## config.mk

```make
export PLATFORM = sky130hd
export DESIGN_NAME = smoke_alarm_bus_controller_unit
export DESIGN_NICKNAME = d
export VERILOG_FILES = /design/src/sv/sabc_pkg.sv /design/src/sv/smoke_alarm_bus_controller_unit.sv /design/src/sv/sabc_core.sv /design/src/sv/sabc_serializer.sv
export SDC_FILE = /design/constraint.sdc
export NUM_CORES = 1
export LEC_CHECK = 0
export ABC_AREA = 1
export ABC_CLOCK_PERIOD_IN_PS = 6800
export BUFFER_PORTS_ARGS = -buffer_cell sky130_fd_sc_hd__buf_2
export CORE_AREA = 4 4 148 150
export DETAILED_ROUTE_END_ITERATION = 7
export DIE_AREA = 0 0 152 154
export HOLD_SLACK_MARGIN = 0.1
export PLACE_DENSITY = 0.86
export REMOVE_ABC_BUFFERS = 1
export SLEW_MARGIN = 25
export SYNTH_ARGS = -nofsm -noshare
export SYNTH_HDL_FRONTEND = slang
export SYNTH_SLANG_ARGS = --single-unit
```

## constraint.sdc

```tcl
create_clock -name i_clk -period 6.8 [get_ports i_clk]
set_input_delay 1.36 -clock i_clk [delete_from_list [all_inputs] [get_ports i_clk]]
set_output_delay 1.36 -clock i_clk [all_outputs]
set_load 0.02 [all_outputs]
```

## src/sv/sabc_pkg.sv

```systemverilog
`timescale 1ns / 1ps
// ----------------------------------------------------------------------------
// sabc_pkg
// Types, message codes and register indexes shared by the alarm bus controller.
// ----------------------------------------------------------------------------
`default_nettype none

package sabc_pkg;

    // Run length and widths
    localparam int MAX_RES   = 5;
    localparam int CNT_W     = 3;
    localparam int CFG_IDX_W = 2;
    localparam int CFG_DATA_W = 16;

    // Event codes
    localparam logic [2:0] ACT_BUS_ALARM = 3'd0;
    localparam logic [2:0] ACT_BUS_TEST  = 3'd1;
    localparam logic [2:0] ACT_RESET     = 3'd2;
    localparam logic [2:0] ACT_STATUS    = 3'd3;
    localparam logic [2:0] ACT_BUTTON    = 3'd4;
    localparam logic [2:0] ACT_SECOND    = 3'd5;
    localparam logic [2:0] ACT_MINUTE    = 3'd6;
    localparam logic [2:0] ACT_CHECK     = 3'd7;

    // Message kinds
    localparam logic [3:0] MSG_NONE         = 4'd0;
    localparam logic [3:0] MSG_ALARM_NET    = 4'd1;
    localparam logic [3:0] MSG_ALARM_STATUS = 4'd2;
    localparam logic [3:0] MSG_TEST_NET     = 4'd3;
    localparam logic [3:0] MSG_TEST_STATUS  = 4'd4;
    localparam logic [3:0] MSG_RESET        = 4'd5;
    localparam logic [3:0] MSG_DELAYED      = 4'd6;
    localparam logic [3:0] MSG_RESET_VALUE  = 4'd7;
    localparam logic [3:0] MSG_CHECK        = 4'd8;

    // Check answers
    localparam logic [1:0] CHK_NO_CHANGE = 2'd0;
    localparam logic [1:0] CHK_ALARM     = 2'd1;
    localparam logic [1:0] CHK_TEST      = 2'd2;
    localparam logic [1:0] CHK_STOP      = 2'd3;

    // Register indexes
    localparam logic [CFG_IDX_W-1:0] CFG_ALARM_INTERVAL = 2'd0;
    localparam logic [CFG_IDX_W-1:0] CFG_TEST_INTERVAL  = 2'd1;
    localparam logic [CFG_IDX_W-1:0] CFG_ALARM_DELAY    = 2'd2;
    localparam logic [CFG_IDX_W-1:0] CFG_SEND_FLAGS     = 2'd3;

    // send_flags bits
    localparam int SF_DELAYED   = 0;
    localparam int SF_STATUS    = 1;
    localparam int SF_NETWORK   = 2;
    localparam int SF_IDLE      = 3;
    localparam int SF_TEST      = 4;
    localparam int SF_TEST_NET  = 5;

    // Reset values
    localparam logic [15:0] ALARM_INTERVAL_RST = 16'd60;
    localparam logic [15:0] TEST_INTERVAL_RST  = 16'd60;

    // Bus bit mask on received value
    localparam logic BUS_BIT = 1'b1;

    typedef struct packed {
        logic [2:0] action;
        logic       bus_value;
        logic       alarm_local;
        logic       test_alarm_local;
        logic       alarm_from_bus;
        logic       test_alarm_from_bus;
    } t_in;

    typedef struct packed {
        logic [3:0] message_kind;
        logic       message_value;
        logic [1:0] check_answer;
        logic       any_alarm;
        logic       last;
    } t_out;

    typedef struct packed {
        logic [3:0] kind;
        logic       value;
        logic [1:0] answer;
    } t_msg;

    // One event's whole answer
    typedef struct packed {
        t_msg [MAX_RES-1:0] msg;
        logic [CNT_W-1:0]   count;
        logic               any_alarm;
    } t_run;

endpackage

`default_nettype wire

```

## src/sv/smoke_alarm_bus_controller_unit.sv

```systemverilog
`timescale 1ns / 1ps
// ----------------------------------------------------------------------------
// smoke_alarm_bus_controller_unit
// Alarm controller of a networked smoke detector: one event in, a run of
// one to five bus messages out.
// ----------------------------------------------------------------------------
//  Channel   Dir  Signals                            Beat
//  event     in   i_in_valid / o_in_ready / i_in     one event
//  message   out  o_out_valid / i_out_ready / o_out  one message, last on final
//  config    in   i_cfg_we / i_cfg_idx / i_cfg_data  one register write
//
//  An event is evaluated in the cycle it is accepted; its run is registered
//  and then sent one message per cycle while the output is ready; a run
//  holds as many messages as its event caused (1 to 5).
//  Two run slots (pending and sending) let the next event in while a run is
//  still going out; a stalled output holds both.
//  Reset is synchronous, active low; no clearing pass.
// ----------------------------------------------------------------------------
`default_nettype none

module smoke_alarm_bus_controller_unit (
    input  wire logic                             i_clk,
    input  wire logic                             i_rst_n,
    input  wire logic                             i_cfg_we,
    input  wire logic [sabc_pkg::CFG_IDX_W-1:0]   i_cfg_idx,
    input  wire logic [sabc_pkg::CFG_DATA_W-1:0]  i_cfg_data,
    input  wire logic                             i_in_valid,
    output logic                                  o_in_ready,
    input  wire sabc_pkg::t_in                    i_in,
    output logic                                  o_out_valid,
    input  wire logic                             i_out_ready,
    output sabc_pkg::t_out                        o_out
);
    import sabc_pkg::*;

    logic w_run_valid, w_run_take;
    t_run w_run;

    sabc_core u_core (
        .i_clk       (i_clk),
        .i_rst_n     (i_rst_n),
        .i_cfg_we    (i_cfg_we),
        .i_cfg_idx   (i_cfg_idx),
        .i_cfg_data  (i_cfg_data),
        .i_in_valid  (i_in_valid),
        .o_in_ready  (o_in_ready),
        .i_in        (i_in),
        .o_run_valid (w_run_valid),
        .i_run_take  (w_run_take),
        .o_run       (w_run)
    );

    sabc_serializer u_ser (
        .i_clk       (i_clk),
        .i_rst_n     (i_rst_n),
        .i_run_valid (w_run_valid),
        .o_run_take  (w_run_take),
        .i_run       (w_run),
        .o_out_valid (o_out_valid),
        .i_out_ready (i_out_ready),
        .o_out       (o_out)
    );

endmodule

`default_nettype wire

```

## src/sv/sabc_core.sv

```systemverilog
`timescale 1ns / 1ps
// ----------------------------------------------------------------------------
// sabc_core
// Alarm state, registers and counters; builds the message run of each event.
// ----------------------------------------------------------------------------
`default_nettype none

module sabc_core (
    input  wire logic                             i_clk,
    input  wire logic                             i_rst_n,
    input  wire logic                             i_cfg_we,
    input  wire logic [sabc_pkg::CFG_IDX_W-1:0]   i_cfg_idx,
    input  wire logic [sabc_pkg::CFG_DATA_W-1:0]  i_cfg_data,
    input  wire logic                             i_in_valid,
    output logic                                  o_in_ready,
    input  wire sabc_pkg::t_in                    i_in,
    output logic                                  o_run_valid,
    input  wire logic                             i_run_take,
    output sabc_pkg::t_run                        o_run
);
    import sabc_pkg::*;

    function automatic t_msg f_msg(logic [3:0] k, logic v, logic [1:0] a);
        t_msg m;
        m.kind   = k;
        m.value  = v;
        m.answer = a;
        return m;
    endfunction

    // append one message, dropping anything beyond the run length
    function automatic t_run f_push(t_run r, t_msg m);
        t_run q;
        q = r;
        if (r.count < CNT_W'(MAX_RES)) begin
            q.msg[r.count] = m;
            q.count        = r.count + CNT_W'(1);
        end
        return q;
    endfunction

    // Configuration registers
    logic [15:0] r_alarm_interval, r_test_interval;
    logic [7:0]  r_alarm_delay;
    logic [5:0]  r_send_flags;

    // Event state
    logic r_la, r_ba, r_lt, r_bt, r_wa, r_wt, r_ig, r_ds;
    logic [15:0] r_nc, r_sc, r_tc;
    logic [7:0]  r_dc;

    logic r_run_valid;
    t_run r_run;

    logic w_accept;
    logic n_la, n_ba, n_lt, n_bt, n_wa, n_wt, n_ig, n_ds;
    logic [15:0] n_nc, n_sc, n_tc;
    logic [7:0]  n_dc;
    t_run n_run;

    assign o_in_ready  = !r_run_valid || i_run_take;
    assign w_accept    = i_in_valid && o_in_ready;
    assign o_run_valid = r_run_valid;
    assign o_run       = r_run;

    // Event evaluation, in the order the messages go out
    always_comb begin
        logic       v_on;
        logic [7:0] v_dnew;
        logic [1:0] v_ans;
        logic       v_bv;

        n_la = r_la; n_ba = r_ba; n_lt = r_lt; n_bt = r_bt;
        n_wa = r_wa; n_wt = r_wt; n_ig = r_ig; n_ds = r_ds;
        n_nc = r_nc; n_sc = r_sc; n_tc = r_tc; n_dc = r_dc;
        n_run  = '0;
        v_on   = 1'b0;
        v_dnew = '0;
        v_ans  = CHK_NO_CHANGE;
        v_bv   = (i_in.bus_value & BUS_BIT) != 1'b0;

        unique case (i_in.action)
            ACT_BUS_ALARM: begin
                n_wa = v_bv;
                if (!v_bv && r_la && r_dc == 8'd0) begin
                    n_nc  = r_alarm_interval;
                    n_run = f_push(n_run, f_msg(MSG_ALARM_NET, r_la, CHK_NO_CHANGE));
                end
                if (r_ig) n_wa = 1'b0;
            end
            ACT_BUS_TEST: begin
                n_wt = v_bv;
                if (!v_bv && r_lt)
                    n_run = f_push(n_run, f_msg(MSG_TEST_NET, r_lt, CHK_NO_CHANGE));
                if (r_ig) n_wt = 1'b0;
            end
            ACT_RESET: begin
                n_wa = 1'b0;
                n_wt = 1'b0;
                n_ig = 1'b1;
                n_dc = '0;
                if (r_ds) begin
                    n_ds  = 1'b0;
                    n_run = f_push(n_run, f_msg(MSG_DELAYED, 1'b0, CHK_NO_CHANGE));
                end
            end
            ACT_STATUS: begin
                if (r_la != i_in.alarm_local) begin
                    n_la = i_in.alarm_local;
                    // delayed start only for a rising alarm with the flag set
                    if (i_in.alarm_local && r_send_flags[SF_DELAYED]) begin
                        v_dnew = r_alarm_delay;
                    end else begin
                        v_dnew = '0;
                    end
                    v_on = v_dnew != 8'd0;
                    n_dc = v_dnew;
                    if (v_on != r_ds) begin
                        n_ds  = v_on;
                        n_run = f_push(n_run, f_msg(MSG_DELAYED, v_on, CHK_NO_CHANGE));
                    end
                    if (!(i_in.alarm_local && r_send_flags[SF_DELAYED])) begin
                        n_nc  = r_alarm_interval;
                        n_run = f_push(n_run, f_msg(MSG_ALARM_NET, n_la, CHK_NO_CHANGE));
                    end
                    n_sc  = r_alarm_interval;
                    n_run = f_push(n_run, f_msg(MSG_ALARM_STATUS, n_la, CHK_NO_CHANGE));
                end
                if (r_lt != i_in.test_alarm_local) begin
                    n_lt  = i_in.test_alarm_local;
                    n_run = f_push(n_run, f_msg(MSG_TEST_NET, n_lt, CHK_NO_CHANGE));
                    n_tc  = r_test_interval;
                    n_run = f_push(n_run, f_msg(MSG_TEST_STATUS, n_lt, CHK_NO_CHANGE));
                end
                n_ba = i_in.alarm_from_bus;
                n_bt = i_in.test_alarm_from_bus;
            end
            ACT_BUTTON: begin
                if (r_wa || r_wt) begin
                    n_wa = 1'b0;
                    n_wt = 1'b0;
                    n_ig = 1'b1;
                    n_dc = '0;
                    if (r_ds) begin
                        n_ds  = 1'b0;
                        n_run = f_push(n_run, f_msg(MSG_DELAYED, 1'b0, CHK_NO_CHANGE));
                    end
                    n_run = f_push(n_run, f_msg(MSG_RESET, 1'b1, CHK_NO_CHANGE));
                end
            end
            ACT_SECOND: begin
                if (r_la) begin
                    if (r_dc != 8'd0) begin
                        // alarm delay running down
                        v_dnew = r_dc - 8'd1;
                        v_on   = v_dnew != 8'd0;
                        n_dc   = v_dnew;
                        if (v_on != r_ds) begin
                            n_ds  = v_on;
                            n_run = f_push(n_run, f_msg(MSG_DELAYED, v_on, CHK_NO_CHANGE));
                        end
                        if (!v_on) begin
                            n_nc  = r_alarm_interval;
                            n_run = f_push(n_run, f_msg(MSG_ALARM_NET, r_la, CHK_NO_CHANGE));
                        end
                    end else if (r_send_flags[SF_STATUS]) begin
                        n_sc = r_sc - 16'd1;
                        if (n_sc == 16'd0) begin
                            n_sc  = r_alarm_interval;
                            n_run = f_push(n_run,
                                           f_msg(MSG_ALARM_STATUS, r_la, CHK_NO_CHANGE));
                        end
                        if (r_send_flags[SF_NETWORK]) begin
                            n_nc = r_nc - 16'd1;
                            if (n_nc == 16'd0) begin
                                n_nc  = r_alarm_interval;
                                n_run = f_push(n_run,
                                               f_msg(MSG_ALARM_NET, r_la, CHK_NO_CHANGE));
                            end
                        end
                    end
                end else if (r_send_flags[SF_IDLE]) begin
                    n_sc = r_sc - 16'd1;
                    if (n_sc == 16'd0) begin
                        n_sc  = r_alarm_interval;
                        n_run = f_push(n_run, f_msg(MSG_ALARM_STATUS, r_la, CHK_NO_CHANGE));
                    end
                end
                // periodic test alarm resend
                if (r_lt && r_send_flags[SF_TEST]) begin
                    n_tc = r_tc - 16'd1;
                    if (n_tc == 16'd0) begin
                        if (r_send_flags[SF_TEST_NET])
                            n_run = f_push(n_run, f_msg(MSG_TEST_NET, r_lt, CHK_NO_CHANGE));
                        n_tc  = r_test_interval;
                        n_run = f_push(n_run, f_msg(MSG_TEST_STATUS, r_lt, CHK_NO_CHANGE));
                    end
                end
            end
            ACT_MINUTE: begin
                if (r_ig && !(r_ba || r_bt)) begin
                    n_ig  = 1'b0;
                    n_run = f_push(n_run, f_msg(MSG_RESET_VALUE, 1'b0, CHK_NO_CHANGE));
                end
            end
            ACT_CHECK: begin
                priority if (r_wa) begin
                    v_ans = r_ba ? CHK_NO_CHANGE : CHK_ALARM;
                end else if (r_wt) begin
                    v_ans = r_bt ? CHK_NO_CHANGE : CHK_TEST;
                end else if (r_ba || r_bt) begin
                    v_ans = CHK_STOP;
                end else begin
                    v_ans = CHK_NO_CHANGE;
                end
                n_run = f_push(n_run, f_msg(MSG_CHECK, 1'b0, v_ans));
            end
            default: ;
        endcase

        // an event with nothing to send answers with one 'none'
        if (n_run.count == '0)
            n_run = f_push(n_run, f_msg(MSG_NONE, 1'b0, CHK_NO_CHANGE));
        n_run.any_alarm = n_la || n_ba || n_lt || n_bt;
    end

    // State, registers and the run slot
    always_ff @(posedge i_clk) begin
        if (!i_rst_n) begin
            r_alarm_interval <= ALARM_INTERVAL_RST;
            r_test_interval  <= TEST_INTERVAL_RST;
            r_alarm_delay    <= '0;
            r_send_flags     <= '0;
            r_la <= 1'b0; r_ba <= 1'b0; r_lt <= 1'b0; r_bt <= 1'b0;
            r_wa <= 1'b0; r_wt <= 1'b0; r_ig <= 1'b0; r_ds <= 1'b0;
            r_nc <= ALARM_INTERVAL_RST;
            r_sc <= ALARM_INTERVAL_RST;
            r_tc <= TEST_INTERVAL_RST;
            r_dc <= '0;
            r_run_valid <= 1'b0;
        end else begin
            if (w_accept) begin
                r_la <= n_la; r_ba <= n_ba; r_lt <= n_lt; r_bt <= n_bt;
                r_wa <= n_wa; r_wt <= n_wt; r_ig <= n_ig; r_ds <= n_ds;
                r_nc <= n_nc; r_sc <= n_sc; r_tc <= n_tc; r_dc <= n_dc;
                r_run       <= n_run;
                r_run_valid <= 1'b1;
            end else if (i_run_take) begin
                r_run_valid <= 1'b0;
            end
            // register writes; interval writes reload their counters
            if (i_cfg_we) begin
                unique case (i_cfg_idx)
                    CFG_ALARM_INTERVAL: begin
                        r_alarm_interval <= i_cfg_data;
                        r_nc             <= i_cfg_data;
                        r_sc             <= i_cfg_data;
                    end
                    CFG_TEST_INTERVAL: begin
                        r_test_interval <= i_cfg_data;
                        r_tc            <= i_cfg_data;
                    end
                    CFG_ALARM_DELAY: r_alarm_delay <= i_cfg_data[7:0];
                    CFG_SEND_FLAGS:  r_send_flags  <= i_cfg_data[5:0];
                    default: ;
                endcase
            end
        end
    end

endmodule

`default_nettype wire

```

## src/sv/sabc_serializer.sv

```systemverilog
`timescale 1ns / 1ps
// ----------------------------------------------------------------------------
// sabc_serializer
// Holds the run being sent and puts its messages out one beat at a time.
// ----------------------------------------------------------------------------
`default_nettype none

module sabc_serializer (
    input  wire logic            i_clk,
    input  wire logic            i_rst_n,
    input  wire logic            i_run_valid,
    output logic                 o_run_take,
    input  wire sabc_pkg::t_run  i_run,
    output logic                 o_out_valid,
    input  wire logic            i_out_ready,
    output sabc_pkg::t_out       o_out
);
    import sabc_pkg::*;

    t_run             r_cur;
    logic             r_cur_valid;
    logic [CNT_W-1:0] r_idx;

    logic w_last, w_done;
    t_msg w_msg;

    assign w_last     = r_idx == CNT_W'(r_cur.count - CNT_W'(1));
    assign w_done     = r_cur_valid && i_out_ready && w_last;
    assign o_run_take = i_run_valid && (!r_cur_valid || w_done);

    // Current message
    assign w_msg       = r_cur.msg[r_idx];
    assign o_out_valid = r_cur_valid;
    assign o_out       = '{message_kind:  w_msg.kind,
                           message_value: w_msg.value,
                           check_answer:  w_msg.answer,
                           any_alarm:     r_cur.any_alarm,
                           last:          w_last};

    // Run slot and beat index
    always_ff @(posedge i_clk) begin
        if (!i_rst_n) begin
            r_cur_valid <= 1'b0;
            r_idx       <= '0;
        end else begin
            if (o_run_take) begin
                r_cur       <= i_run;
                r_cur_valid <= 1'b1;
                r_idx       <= '0;
            end else if (w_done) begin
                r_cur_valid <= 1'b0;
            end else if (r_cur_valid && i_out_ready) begin
                r_idx <= r_idx + CNT_W'(1);
            end
        end
    end

endmodule

`default_nettype wire

```

==> run summary <==
status: finished, final reports clean
leading area contributor after synthesis: dfxtp_1
Area contributors post-synth: dfxtp_1 (19%), nand2_1 (13%), edfxtp_1 (13%), a21oi_1 (11%), o21ai_0 (9.3%)
placeable core region: 0.0207 mm²
TritonCTS clock tree: built
Setup CP Type: in2reg
Max Freq: 172 MHz
full die area: 0.0234 mm²
Setup TNS: 0 ns
Ant. Diodes: 0
synthesized cell area: 0.0122 mm²
IO Pins: 42
first-pass GRT wire length: 60.2 mm
clock skew: 0.0113 ns
Pwr Density: 198 mW/mm²
ys flop type: dfxtp_1
Max Cap Viol: 0
Skew-Pair Late Insertion Delay: 0.44 ns
total congestion overflow: 0
sequential fraction of design power: 43.6%
1st-pass router iterations: 7
DR WL/cell: 17.3 µm
die width: 152 µm
Final setup viols: 0
Critical Path End Type: flip-flop
syn avg cell area: 6.44 µm²
fraction of layout cells with a size suffix above 1: 8.99%
mux share of post-synthesis cell area: 0.0819%
via count: 13300
ys async rst share: 0%
CP required: 6.99 ns
initial DRC count: 1430
DRC errors left: 0
Worst Max-Slew Pin Slew: 0.970 ns
initial antenna violation count: 0
GRT Overall Usage: 31.0%
initial core utilization: 59.1%
Synth cell types: 52
Post-synth EDFFs: 52
Routed Antenna Nets: 0
# hold bufs at CTS: 0
Vias/cell: 6.08
post-synthesis compound-gate area fraction: 25.4%
post-synth top area share: 18.8%
FP Rows: 53
CP max stage cell: ha_1
Clock Sinks: 167
Period minus WS final: 5.83 ns
Max stage delay on crit path: 0.41 ns
switch share: 33.5%
final RePlAce weighted congestion: 1.00
Final Power: 0.00260 W
final hold slack: 0.420 ns
xor/xnor share of the synthesized area: 2.08%
Logic pwr share: 21.1%
largest net degree at the start of global routing: 57
largest family of logic cells by synthesized area: simple AND/OR/NAND/NOR gates
Switch Pwr: 0.000871 W
vias in the first global route: 12100
die height: 154 µm
RSZ-0062 raised after global routing: false
M1 WL: 14.8 mm
crit share post-route: 85.7%
Critical Path Fanout Max: 13
sequential area share after synthesis: 31.6%
met3 wire length: 3.30 mm
Synth Area in Adders: 3.07%
top routing layer in use: met4
clock tree buffer depth: 2
Num CTS Buffers: 17
final setup margin: 0.970 ns
startpoint types: primary input
final WL: 37.7 mm
met2 routed WL: 17.6 mm
Cells after Synth: 1898
Slew Viols, Final: 0
HPWL after detailed placement: 26.8 mm
final core area utilization: 63.4%
#FFs+latches synth: 167
Synth Area in Simple Gates: 28.1%
Clk network pwr share: 35.3%
Hold/Removal Path Class: reg2reg
port bufs: 41
clk slew on worst S/H paths: 0.07 ns
quantity of gates resized following cts: 0
post-CTS setup buffer count: 0
Setup WS pre-CTS: 0.585 ns
final hold vios: 0
Pleak: 5.41 nW
CP dominant cell by count: inv_1
VDD IR max: 0.000172 V
Syn. warnings: 0
internal power component: 0.00173 W
slew margin rel.: 35.3%
Area growth syn-to-layout: 7.28%
Root Buffer: clkbuf_16
Net count, final: 1951
H-tree Lvls: 4
CP arrival: 6.02 ns
## cells in the final DEF, fill, tap and decap left out, drive strengths merged, types with 2 or more instances in the layout
master and n:
o211ai 21, nor2 193, xor2 25, o221ai 3, nand3 99, nor3 33, xnor2 4, nand2 438
o22ai 12, a211oi 9, inv 217, clkbuf 19, a21oi 264, a32o 3, ha 30, nand3b 5
buf 59, nand4 17, o21ai 242, clkinv 12, edfxtp 52, a221o 2, a22oi 8, dfxtp 115
or2 4, a31oi 6
## metrics by stage
stage                     instance area (µm²)  instances
after floorplan                         11900       1812
after global placement                  12600       2146
after detailed placement                12600       2146
after CTS                               13100       2178
after global routing                    13100       2178
final                                   13100       2178
## critical path, delay by kind of cell
family                     cells  cell delay (ns)
adders and majority gates      5             1.57
and+or+nand+nor               10             1.16
buffers and inverters          9             0.98
AOI/OAI and AO/OA              6             0.89
## path summary, 6_finish.rpt
path	to	slack, ns	start	depth (start not counted)
setup / recovery	u_core.o_run[28]	0.97	i_in[3]	30
hold / removal	u_ser.r_cur[2]	0.42	u_core.o_run[2]	0
setup reg to reg	u_core.o_run[28]	1.40	u_core.r_nc[0]	36
hold reg to reg	u_ser.r_cur[2]	0.42	u_core.o_run[2]	0
## logic make-up (layout without fill, tap and decap cells)
kind of cell | Yosys count | count (layout)
simple gates | 789 | 789
compound gates | 579 | 579
buf+inv | 303 | 308
flops | 167 | 167
fa+ha+maj | 30 | 30
xor+xnor | 29 | 29
mux | 1 | 1
## power by group through the flow
| stage | registers (W) | clock network (W) | logic [W] |
|---|---|---|---|
| floorplan | 0.00114 | 0 | 0.000379 |
| global placement | 0.00115 | 0 | 0.000519 |
| detailed placement | 0.00115 | 0 | 0.000533 |
| CTS | 0.00113 | 0.000919 | 0.000536 |
| global route | 0.00114 | 0.000959 | 0.000608 |
| finish | 0.00113 | 0.000916 | 0.000549 |
## routing by layer
metal,global-route usage (%),vias to the layer above
met4,15.6,0
met3,4.87,154
met5,0,-
li1,-,6342
met2,52.8,719
met1,38.1,6038
## flip-flops by register name, summed over array words and instances, names as in the netlist, 3 cells and up
name,count
u_core.r_tc,16
u_ser.r_cur,25
u_core.r_sc,16
u_core.r_alarm_interval,16
u_core.r_test_interval,16
u_core.r_alarm_delay,8
u_core.o_run,26
u_ser.r_idx,3
u_core.r_nc,16
u_core.r_dc,8
u_core.r_send_flags,6
## Yosys cell counts (all sizes together) (4+ instances only)
library cell and number:
nand3b 5, clkinv 6, nor3 33, dfxtp 115, inv 211, o21ai 242
a21oi 264, or2 4, buf 18, a211oi 9, o211ai 21, a31oi 6
nand4 17, xnor2 4, xor2 25, clkbuf 68, nor2 193, nand3 99
a22oi 8, ha 30, o22ai 12, edfxtp 52, nand2 438
## cell type report
type	instances	area [µm²]
fillers	1928	7580
multi-input cells	1428	7210
clock buffers	19	443
clock inverters	13	97.6
repair buffers	59	340
well taps	275	344
inverters	217	815
flip-flops and latches	167	3860
No activity file was read; power rests on OpenSTA's default activity.
